File: config.mk
export PLATFORM = sky130hd
export DESIGN_NAME = lz4d_parser
export DESIGN_NICKNAME = d
export VERILOG_FILES = /design/src/rtl/core/lz4d_pkg.sv /design/src/rtl/core/lz4d_parser.sv
export SDC_FILE = /design/constraint.sdc
export NUM_CORES = 1
export LEC_CHECK = 0
export BUFFER_PORTS_ARGS = -buffer_cell sky130_fd_sc_hd__clkbuf_2
export CAP_MARGIN = 0
export CORE_MARGIN = 2
export CORE_UTILIZATION = 35
export CTS_CLUSTER_SIZE = 30
export DETAILED_ROUTE_END_ITERATION = 8
export PLACE_DENSITY_LB_ADDON = 0.25
export RECOVER_POWER = 100
export SYNTH_ARGS = -nofsm -noshare
export SYNTH_HDL_FRONTEND = slang
export SYNTH_SLANG_ARGS = --single-unit
export TNS_END_PERCENT = 5
File: constraint.sdc
create_clock -name clk -period 15.26 [get_ports clk]
set_input_delay 3.815 -clock clk [delete_from_list [all_inputs] [get_ports clk]]
set_output_delay 3.815 -clock clk [all_outputs]
set_load 0.01 [all_outputs]
File: src/rtl/core/lz4d_pkg.sv
// Shared types and constants of the LZ4 block decompressor.
`default_nettype none
package lz4d_pkg;

  localparam int unsigned HISTORY_DEPTH_DEF = 65536;
  localparam logic [31:0] CAPACITY_RESET    = 32'd65536;
  localparam logic [31:0] MATCH_BASE_LEN    = 32'd4;
  localparam logic [3:0]  NIBBLE_ESCAPE     = 4'hF;
  localparam logic [7:0]  RUN_CONTINUE      = 8'hFF;

  typedef enum logic [2:0] {
    PH_TOKEN   = 3'd0,
    PH_LITEXT  = 3'd1,
    PH_LIT     = 3'd2,
    PH_OFFLO   = 3'd3,
    PH_OFFHI   = 3'd4,
    PH_MATEXT  = 3'd5,
    PH_COPY    = 3'd6,
    PH_DISCARD = 3'd7
  } phase_t;

  typedef enum logic [2:0] {
    ST_OK     = 3'd0,
    ST_BUSY   = 3'd1,
    ST_DONE   = 3'd2,
    ST_BADOFF = 3'd3,
    ST_OVER   = 3'd4,
    ST_TRUNC  = 3'd5,
    ST_DISC   = 3'd6
  } status_t;

  localparam logic CMD_BYTE = 1'b0;
  localparam logic CMD_TICK = 1'b1;

  // Result of one word as decided by the parser.
  typedef struct packed {
    logic        has_byte;   // a byte is produced and enters the history
    logic        is_copy;    // the byte comes from the history read
    logic [7:0]  lit_byte;   // literal byte, zero when none
    status_t     status;
    logic [31:0] total;
  } res_t;

endpackage
`default_nettype wire

File: src/rtl/core/lz4d_parser.sv
// Sequence parser: token, lengths, literals, offset and match bookkeeping.
`default_nettype none
module lz4d_parser #(
  parameter int unsigned HISTORY_DEPTH = lz4d_pkg::HISTORY_DEPTH_DEF
) (
  input  wire logic                             clk,
  input  wire logic                             rst,
  input  wire logic                             cfg_we,
  input  wire logic [31:0]                      cfg_data,
  input  wire logic                             accept,
  input  wire logic                             command,
  input  wire logic [7:0]                       data_byte,
  input  wire logic                             end_of_block,
  output lz4d_pkg::res_t                        res,
  output logic      [$clog2(HISTORY_DEPTH)-1:0] rd_addr,
  output logic      [$clog2(HISTORY_DEPTH)-1:0] wr_addr
);
  import lz4d_pkg::*;

  localparam int unsigned AW = $clog2(HISTORY_DEPTH);

  logic [31:0] capacity;
  phase_t      phase, phase_next;
  logic [3:0]  match_nibble, match_nibble_next;
  logic [31:0] length_count, length_count_next;
  logic [15:0] offset_value, offset_value_next;
  logic [31:0] produced_count, produced_count_next;
  logic        end_seen, end_seen_next;

  logic [32:0] ext_sum;
  logic [31:0] fit_len;
  logic [32:0] fit_sum;
  logic        fits;
  logic [15:0] off_cand;
  logic        off_bad;
  logic [31:0] copy_src;
  logic        do_close;

  always_ff @(posedge clk) begin
    if (rst) begin
      capacity <= CAPACITY_RESET;
    end else if (cfg_we) begin
      capacity <= cfg_data;
    end
  end

  always_ff @(posedge clk) begin
    if (rst) begin
      phase          <= PH_TOKEN;
      match_nibble   <= '0;
      length_count   <= '0;
      offset_value   <= '0;
      produced_count <= '0;
      end_seen       <= 1'b0;
    end else if (accept) begin
      phase          <= phase_next;
      match_nibble   <= match_nibble_next;
      length_count   <= length_count_next;
      offset_value   <= offset_value_next;
      produced_count <= produced_count_next;
      end_seen       <= end_seen_next;
    end
  end

  // Shared length arithmetic: one extension add, one capacity compare.
  always_comb begin
    ext_sum = {1'b0, length_count} + {25'd0, data_byte};
    unique case (phase)
      PH_TOKEN:             fit_len = {28'd0, data_byte[7:4]};
      PH_OFFHI:             fit_len = {28'd0, match_nibble} + MATCH_BASE_LEN;
      PH_LITEXT, PH_MATEXT: fit_len = ext_sum[31:0];
      default:              fit_len = length_count;
    endcase
    fit_sum  = {1'b0, produced_count} + {1'b0, fit_len};
    fits     = fit_sum <= {1'b0, capacity};
    off_cand = (phase == PH_OFFHI) ? {data_byte, offset_value[7:0]} : offset_value;
    off_bad  = (off_cand == 16'd0) || ({16'd0, off_cand} > produced_count);
    copy_src = produced_count - {16'd0, offset_value};
    rd_addr  = copy_src[AW-1:0];
    wr_addr  = produced_count[AW-1:0];
  end

  always_comb begin
    phase_next          = phase;
    match_nibble_next   = match_nibble;
    length_count_next   = length_count;
    offset_value_next   = offset_value;
    produced_count_next = produced_count;
    end_seen_next       = end_seen;
    do_close            = 1'b0;
    res                 = '{has_byte: 1'b0, is_copy: 1'b0, lit_byte: 8'd0,
                            status: ST_OK, total: 32'd0};

    if (command == CMD_TICK) begin
      if (phase == PH_COPY) begin
        res.has_byte        = 1'b1;
        res.is_copy         = 1'b1;
        produced_count_next = produced_count + 32'd1;
        length_count_next   = length_count - 32'd1;
        if (length_count == 32'd1) begin
          if (end_seen) begin
            res.status = ST_DONE;
            res.total  = produced_count + 32'd1;
            do_close   = 1'b1;
          end else begin
            phase_next = PH_TOKEN;
          end
        end
      end else if (phase == PH_DISCARD) begin
        res.status = ST_DISC;
      end
    end else begin
      unique case (phase)
        PH_COPY: begin
          res.status = ST_BUSY;
        end
        PH_DISCARD: begin
          res.status = ST_DISC;
          do_close   = end_of_block;
        end
        PH_TOKEN: begin
          match_nibble_next = data_byte[3:0];
          if (end_of_block) begin
            do_close = 1'b1;
            if (data_byte[7:4] != 4'd0) begin
              res.status = ST_TRUNC;
            end else begin
              res.status = ST_DONE;
              res.total  = produced_count;
            end
          end else begin
            length_count_next = {28'd0, data_byte[7:4]};
            if (data_byte[7:4] == NIBBLE_ESCAPE) begin
              phase_next = PH_LITEXT;
            end else if (data_byte[7:4] == 4'd0) begin
              phase_next = PH_OFFLO;
            end else if (!fits) begin
              res.status = ST_OVER;
              phase_next = PH_DISCARD;
            end else begin
              phase_next = PH_LIT;
            end
          end
        end
        PH_LITEXT: begin
          if (ext_sum[32]) begin
            res.status = ST_OVER;
            do_close   = end_of_block;
            phase_next = PH_DISCARD;
          end else if (end_of_block) begin
            res.status = ST_TRUNC;
            do_close   = 1'b1;
          end else begin
            length_count_next = ext_sum[31:0];
            if (data_byte != RUN_CONTINUE) begin
              if (!fits) begin
                res.status = ST_OVER;
                phase_next = PH_DISCARD;
              end else begin
                phase_next = PH_LIT;
              end
            end
          end
        end
        PH_LIT: begin
          if (end_of_block && length_count != 32'd1) begin
            res.status = ST_TRUNC;
            do_close   = 1'b1;
          end else begin
            res.has_byte        = 1'b1;
            res.lit_byte        = data_byte;
            produced_count_next = produced_count + 32'd1;
            length_count_next   = length_count - 32'd1;
            if (end_of_block) begin
              res.status = ST_DONE;
              res.total  = produced_count + 32'd1;
              do_close   = 1'b1;
            end else if (length_count == 32'd1) begin
              phase_next = PH_OFFLO;
            end
          end
        end
        PH_OFFLO: begin
          if (end_of_block) begin
            res.status = ST_TRUNC;
            do_close   = 1'b1;
          end else begin
            offset_value_next = {8'd0, data_byte};
            phase_next        = PH_OFFHI;
          end
        end
        PH_OFFHI: begin
          offset_value_next = off_cand;
          length_count_next = {28'd0, match_nibble} + MATCH_BASE_LEN;
          if (match_nibble == NIBBLE_ESCAPE) begin
            if (end_of_block) begin
              res.status = ST_TRUNC;
              do_close   = 1'b1;
            end else begin
              phase_next = PH_MATEXT;
            end
          end else if (off_bad) begin
            res.status = ST_BADOFF;
            do_close   = end_of_block;
            phase_next = PH_DISCARD;
          end else if (!fits) begin
            res.status = ST_OVER;
            do_close   = end_of_block;
            phase_next = PH_DISCARD;
          end else begin
            phase_next    = PH_COPY;
            end_seen_next = end_of_block;
          end
        end
        PH_MATEXT: begin
          if (ext_sum[32]) begin
            res.status = ST_OVER;
            do_close   = end_of_block;
            phase_next = PH_DISCARD;
          end else begin
            length_count_next = ext_sum[31:0];
            if (data_byte == RUN_CONTINUE) begin
              if (end_of_block) begin
                res.status = ST_TRUNC;
                do_close   = 1'b1;
              end
            end else if (off_bad) begin
              res.status = ST_BADOFF;
              do_close   = end_of_block;
              phase_next = PH_DISCARD;
            end else if (!fits) begin
              res.status = ST_OVER;
              do_close   = end_of_block;
              phase_next = PH_DISCARD;
            end else begin
              phase_next    = PH_COPY;
              end_seen_next = end_of_block;
            end
          end
        end
        default: begin
          phase_next = phase;
        end
      endcase
    end

    // Close the block: return all sequence state to reset, keep the history.
    if (do_close) begin
      phase_next          = PH_TOKEN;
      match_nibble_next   = '0;
      length_count_next   = '0;
      offset_value_next   = '0;
      produced_count_next = '0;
      end_seen_next       = 1'b0;
    end
  end

  a_copy_has_length: assert property (@(posedge clk) disable iff (rst)
    phase == PH_COPY |-> length_count != 32'd0)
    else $error("copy phase with zero remaining length");
endmodule
`default_nettype wire
# After elaboration in Yosys (flattened, before gate mapping)
# Index checks and enable logic that the tools add are counted.
dict set report totals {
  regBits 120
  latch_bits 0
  ramBits 0
  rom_bits 0
  in_bits 46
  out_inout_bits 77
  wordCells 170
  n_memories 0
}
dict set report classes {
  add_sub_neg 6
  n_mul 0
  n_div 0
  n_lt_le_gt_ge 2
  eq_ne 34
  shift 0
  n_mux 101
  bitwise 0
  n_reduce_logical 20
}
# op count
set op_table {}
lappend op_table {{two-way mux 32 bit} 17}
lappend op_table {{case mux 32 bit (5 select lines)} 1}
lappend op_table {{two-way mux 3 bit} 37}
lappend op_table {{two-way mux 34 bit} 3}
lappend op_table {{case mux 32 bit (3 select lines)} 1}
lappend op_table {{two-way mux 16 bit} 4}
lappend op_table {{case mux 32 bit (2 select lines)} 1}
lappend op_table {{two-way mux 35 bit} 1}
lappend op_table {{adder 32 x 32 -> 33 bit} 1}
lappend op_table {{adder 32 x 8 -> 33 bit} 1}
lappend op_table {{<= comparator 33 x 32 -> 1 bit} 1}
lappend op_table {{adder 32 x 1 -> 32 bit, second input constant} 1}
lappend op_table {{== test 32 x 1 -> 1 bit, second input constant} 1}
lappend op_table {{> comparator 16 x 32 -> 1 bit} 1}
lappend op_table {{!= test 32 x 1 -> 1 bit, second input constant} 1}
lappend op_table {{case mux 16 bit (2 select lines)} 1}
lappend op_table {{subtractor 32 x 1 -> 32 bit, second input constant} 1}
lappend op_table {{!= test 4 bit, second input constant} 7}
lappend op_table {{two-way mux 1 bit} 24}
lappend op_table {{two-way mux 8 bit} 3}
lappend op_table {{case mux 3 bit (8 select lines)} 1}
lappend op_table {{!= test 5 bit, second input constant} 4}
lappend op_table {{!= test 3 bit, second input constant} 6}
lappend op_table {{case mux 3 bit (6 select lines)} 1}
lappend op_table {{other kinds (31)} 43}

# Logic depth before layout (Yosys ltp)
dict set report logic_depth {
  ltp_word 13
  depth_mapped 35
  ltp_nobuf 33
}

# Least setup slack after synthesis
# OpenSTA, ideal clock, no wires.
dict set report synth_timing {
  path_kind {input-to-output}
  from {in data_byte[1]}
  to {out res[34] (netlist name)}
  arrival_time_ns 9.377
  required_time_ns 11.445
  setup_slack_ns 2.068
  cell_stages 32
  n_path_buf 0
  path_cell_list {ha_1 a21o_1 a21oi_1 o21bai_1 a21boi_0 nor2_1 nand2_1 nor3_1 nor2b_1 o21ai_0 o21ai_0 ha_1 or2_2 a21oi_1 a21oi_1 nor2b_1 a21oi_1 a21oi_1 or2_2 a21o_1 a21oi_1 xnor2_1 ha_1 nand4_1 or4_4 a311oi_1 o21ai_1 o211ai_4 a211oi_4 a21oi_1 a211oi_1 a221oi_1}
}
# item line_no
set synth_rtl {}
lappend synth_rtl {{start, declared} lz4d_parser.sv:12} ;# input wire logic [7:0] data_byte,
lappend synth_rtl {{end, declared} lz4d_parser.sv:14} ;# output lz4d_pkg::res_t res,

==> impl_metrics.tcl <==
set metrics [dict create \
    cp.arrival_ns 10.83 \
    ant_nets 0 \
    violations "capacitance limit, slew limit" \
    numCtsBuffers 17 \
    min_period_over_period_pct 96.0 \
    port_buffers 122 \
    routed_via_density 6.08 \
    grt_pass1_wl_um 71700 \
    diodes 0 \
    p_seq_share_pct 36.1 \
    min_path_type "register to register" \
    criticalPathCategory "input pin to output pin" \
    cts_tree "built" \
    area_growth_pct 9.14 \
    fillCellCount 3708 \
    critPathMostFrequentCell "a21oi_1" \
    ys_top_cells_by_count "a21oi_1 (177), nand2_1 (160), inv_1 (124), dfxtp_1 (120), o21ai_0 (111)" \
    grt-ovfl-total 0 \
    powerDensity_nw_per_um2 69.9 \
    crit_path_max_incr_delay_ns 0.49 \
    setup_ws_ns 0.617 \
    endpoint "res[34]" \
    drtIter0Drc 1377 \
    ir_drop_uv 55.0 \
    min_period_ns 14.64 \
    reg2reg_to "produced_count[30]$_SDFFE_PP0P_" \
    gr-usage-all-layers_pct 24.9 \
    r2r_cells 31 \
    syn-num-nets 1881 \
    ys_seq_area_share_pct 19.4 \
    ctsResizeCount 0 \
    worst_pin_slew_ns 3.39 \
    ys_types 85 \
    timing.rr.start "length_count[0]$_SDFFE_PP0P_" \
    drv_slew 264 \
    whs_ns 0.492 \
    dieArea_um2 36900 \
    synthArstFlopShare_pct 0 \
    critPathMaxFanout 9 \
    grt_pass1_vias 12538 \
    wirelength_um 46700 \
    htreeDepth 4 \
    synth_edf_count 0 \
    synth_top_cells_by_area "dfxtp_1 (19%), ha_1 (11%), a21oi_1 (7.2%)" \
    setup_viol 0 \
    avgSynthCellArea_um2 7.19 \
    hpwlAfterDp_um 34200 \
    core_area_um2 34700 \
    place_congestion 0.924 \
    syn_inst 1723 \
    cts_sinks 120 \
    internal_power_uw 637 \
    post-cts-setup-buffers 0 \
    fin_cells 2225 \
    stdcell_area_um2 13500 \
    hold_viol 0 \
    ioPinCount 123 \
    yosysTopAreaCellShare_pct 19.4 \
    rsz0062_at_grt "false" \
    maxCapViolations 9 \
    cts_hold_repair.buffers 0 \
    p_switching_uw 309 \
    power_frac_clock_pct 42.1 \
    wl_per_cell_um 21.0 \
    vias 13529 \
    cp_slowest_cell "or4_1" \
    critPathLaunch "data_byte[1]" \
    antenna_found_initial 0 \
    syn_area_um2 12400 \
    start_util_pct 35.7 \
    drc_errors 0 \
    ys_ff_latch 120 \
    synth_area_leader_cell "dfxtp_1" \
    pwr-share-comb_pct 21.8 \
    dpl_cell_area_um2 13100 \
    drive_gt1_share_pct 6.78 \
    finClkSkew_ns 0.0155 \
    r2r_setup_slack_ns 4.55 \
    required_ns 11.44 \
    layout.nets 1917 \
    outcome "complete, but fails checks" \
    dp_cells 2195 \
    clk_latency_ns 0.44 \
    tns_ns 0 \
    fmaxAchievable_mhz 68.3 \
    ys_warn_count 0 \
    cts.path.max_buffers 2 \
    dp_slack_ns 0.829 \
    clockRootBuffer "clkbuf_16" \
    row_count 68 \
    clk_pin_slew_ns 0.06 \
    grt_max_degree 89 \
    slew_headroom_pct -126 \
    switching_share_pct 32.6 \
    die_w_um 192 \
    leakagePower_uw 0.00551 \
    drt_pass1_iterations 5 \
    yosysMostFrequentCell "a21oi_1" \
    endpoint_kind "output pin" \
    ys.flop_type "dfxtp_1" \
    chipHeight_um 192 \
    start_kind "input pin" \
]
[worst min path at each step]
stage,endpoint,depth (start not counted),slack (ns),startpoint
6_report,capacity[27]$_SDFFE_PP0P_,2,0.49,capacity[27]$_SDFFE_PP0P_
5_1_grt,capacity[19]$_SDFFE_PP0P_,2,0.51,capacity[19]$_SDFFE_PP0P_
4_1_cts,capacity[27]$_SDFFE_PP0P_,2,0.50,capacity[27]$_SDFFE_PP0P_
3_5_place_dp,capacity[27]$_SDFFE_PP0P_,2,0.48,capacity[27]$_SDFFE_PP0P_
3_3_place_gp,capacity[13]$_SDFFE_PP0P_,2,0.48,capacity[13]$_SDFFE_PP0P_
2_1_floorplan,capacity[10]$_SDFFE_PP0P_,2,0.46,capacity[10]$_SDFFE_PP0P_
[power groups by stage]
stage | Combinational (µW) | Sequential [µW] | Clock, µW
floorplan | 153 | 339 | 0
global placement | 200 | 347 | 0
finish | 206 | 341 | 398
CTS | 203 | 340 | 399
global route | 226 | 343 | 411
detailed placement | 202 | 347 | 0
[cell families after synthesis]
logic type	synth area share, %
simple gates	23.7
compound gates	30.0
buf+inv	8.65
flops	19.4
fa+ha+maj	11.5
xor+xnor	3.61
mux	3.15
[per-stage QoR]
stage | util, % | total power [µW]
floorplan | - | 492
global placement | 37.8 | 547
detailed placement | 37.8 | 549
CTS | 39.4 | 942
global route | 38.9 | 980
finish | 38.9 | 945
[registers in the layout, summed over array words and instances, names as in the netlist]
name and count:
match_nibble 4, phase 3, offset_value 16, capacity 32
produced_count 32, end_seen 1, length_count 32
[placed cells by master (no fill, tap or decap), types with 11 or more instances in the layout]
cell         n
a211oi_1    18
a21o_1      25
a21oi_1    179
a22o_1      16
a22oi_1     17
and2_1      11
and3_1      43
buf_4       15
clkbuf_1    80
clkbuf_16   17
clkbuf_2    49
dfxtp_1    120
ha_1       109
inv_1      124
mux2i_1     39
nand2_1    160
nand3_1     73
nand4_1     30
nor2_1     106
nor2b_1     15
nor3_1      57
nor4_1      15
o21ai_0    113
o22ai_1     31
o31ai_1     38
o32ai_1     29
or3_1       19
or4_1       16
xnor2_1     39
xor2_1      12
[worst max-delay path, delay by kind of cell]
| family | cells | cell delay, ns |
|---|---|---|
| AO/OA/AOI/OAI | 19 | 3.12 |
| buffers and inverters | 2 | 0.37 |
| AND/OR/NAND/NOR | 9 | 2.48 |
| XOR/XNOR | 1 | 0.09 |
| adder cells (fa/ha/maj) | 3 | 0.96 |
[routing by layer]
metal / routed length (µm) / global-route usage, % / share of wire [%] / up-vias
met2: 20400 / 38.6 / 44 / 646
met5: 0 / 0 / 0 / -
li1: - / - / - / 6415
met4: 1350 / 8.46 / 2.9 / 0
met3: 3850 / 3.95 / 8.2 / 94
met1: 21100 / 35.0 / 45 / 6374
[layout make-up]
cell class / count / area, µm² / share of cell area (%)
Multi-Input combinational cell: 1353 / 8860 / 65.6
Sequential cell: 120 / 2400 / 17.8
Timing Repair Buffer: 143 / 654 / 4.84
Tap cell: 455 / 569 / 4.21
Clock buffer: 22 / 484 / 3.58
Inverter: 124 / 465 / 3.44
Clock inverter: 8 / 72.6 / 0.537
No activity file was read; power rests on OpenSTA's default activity.
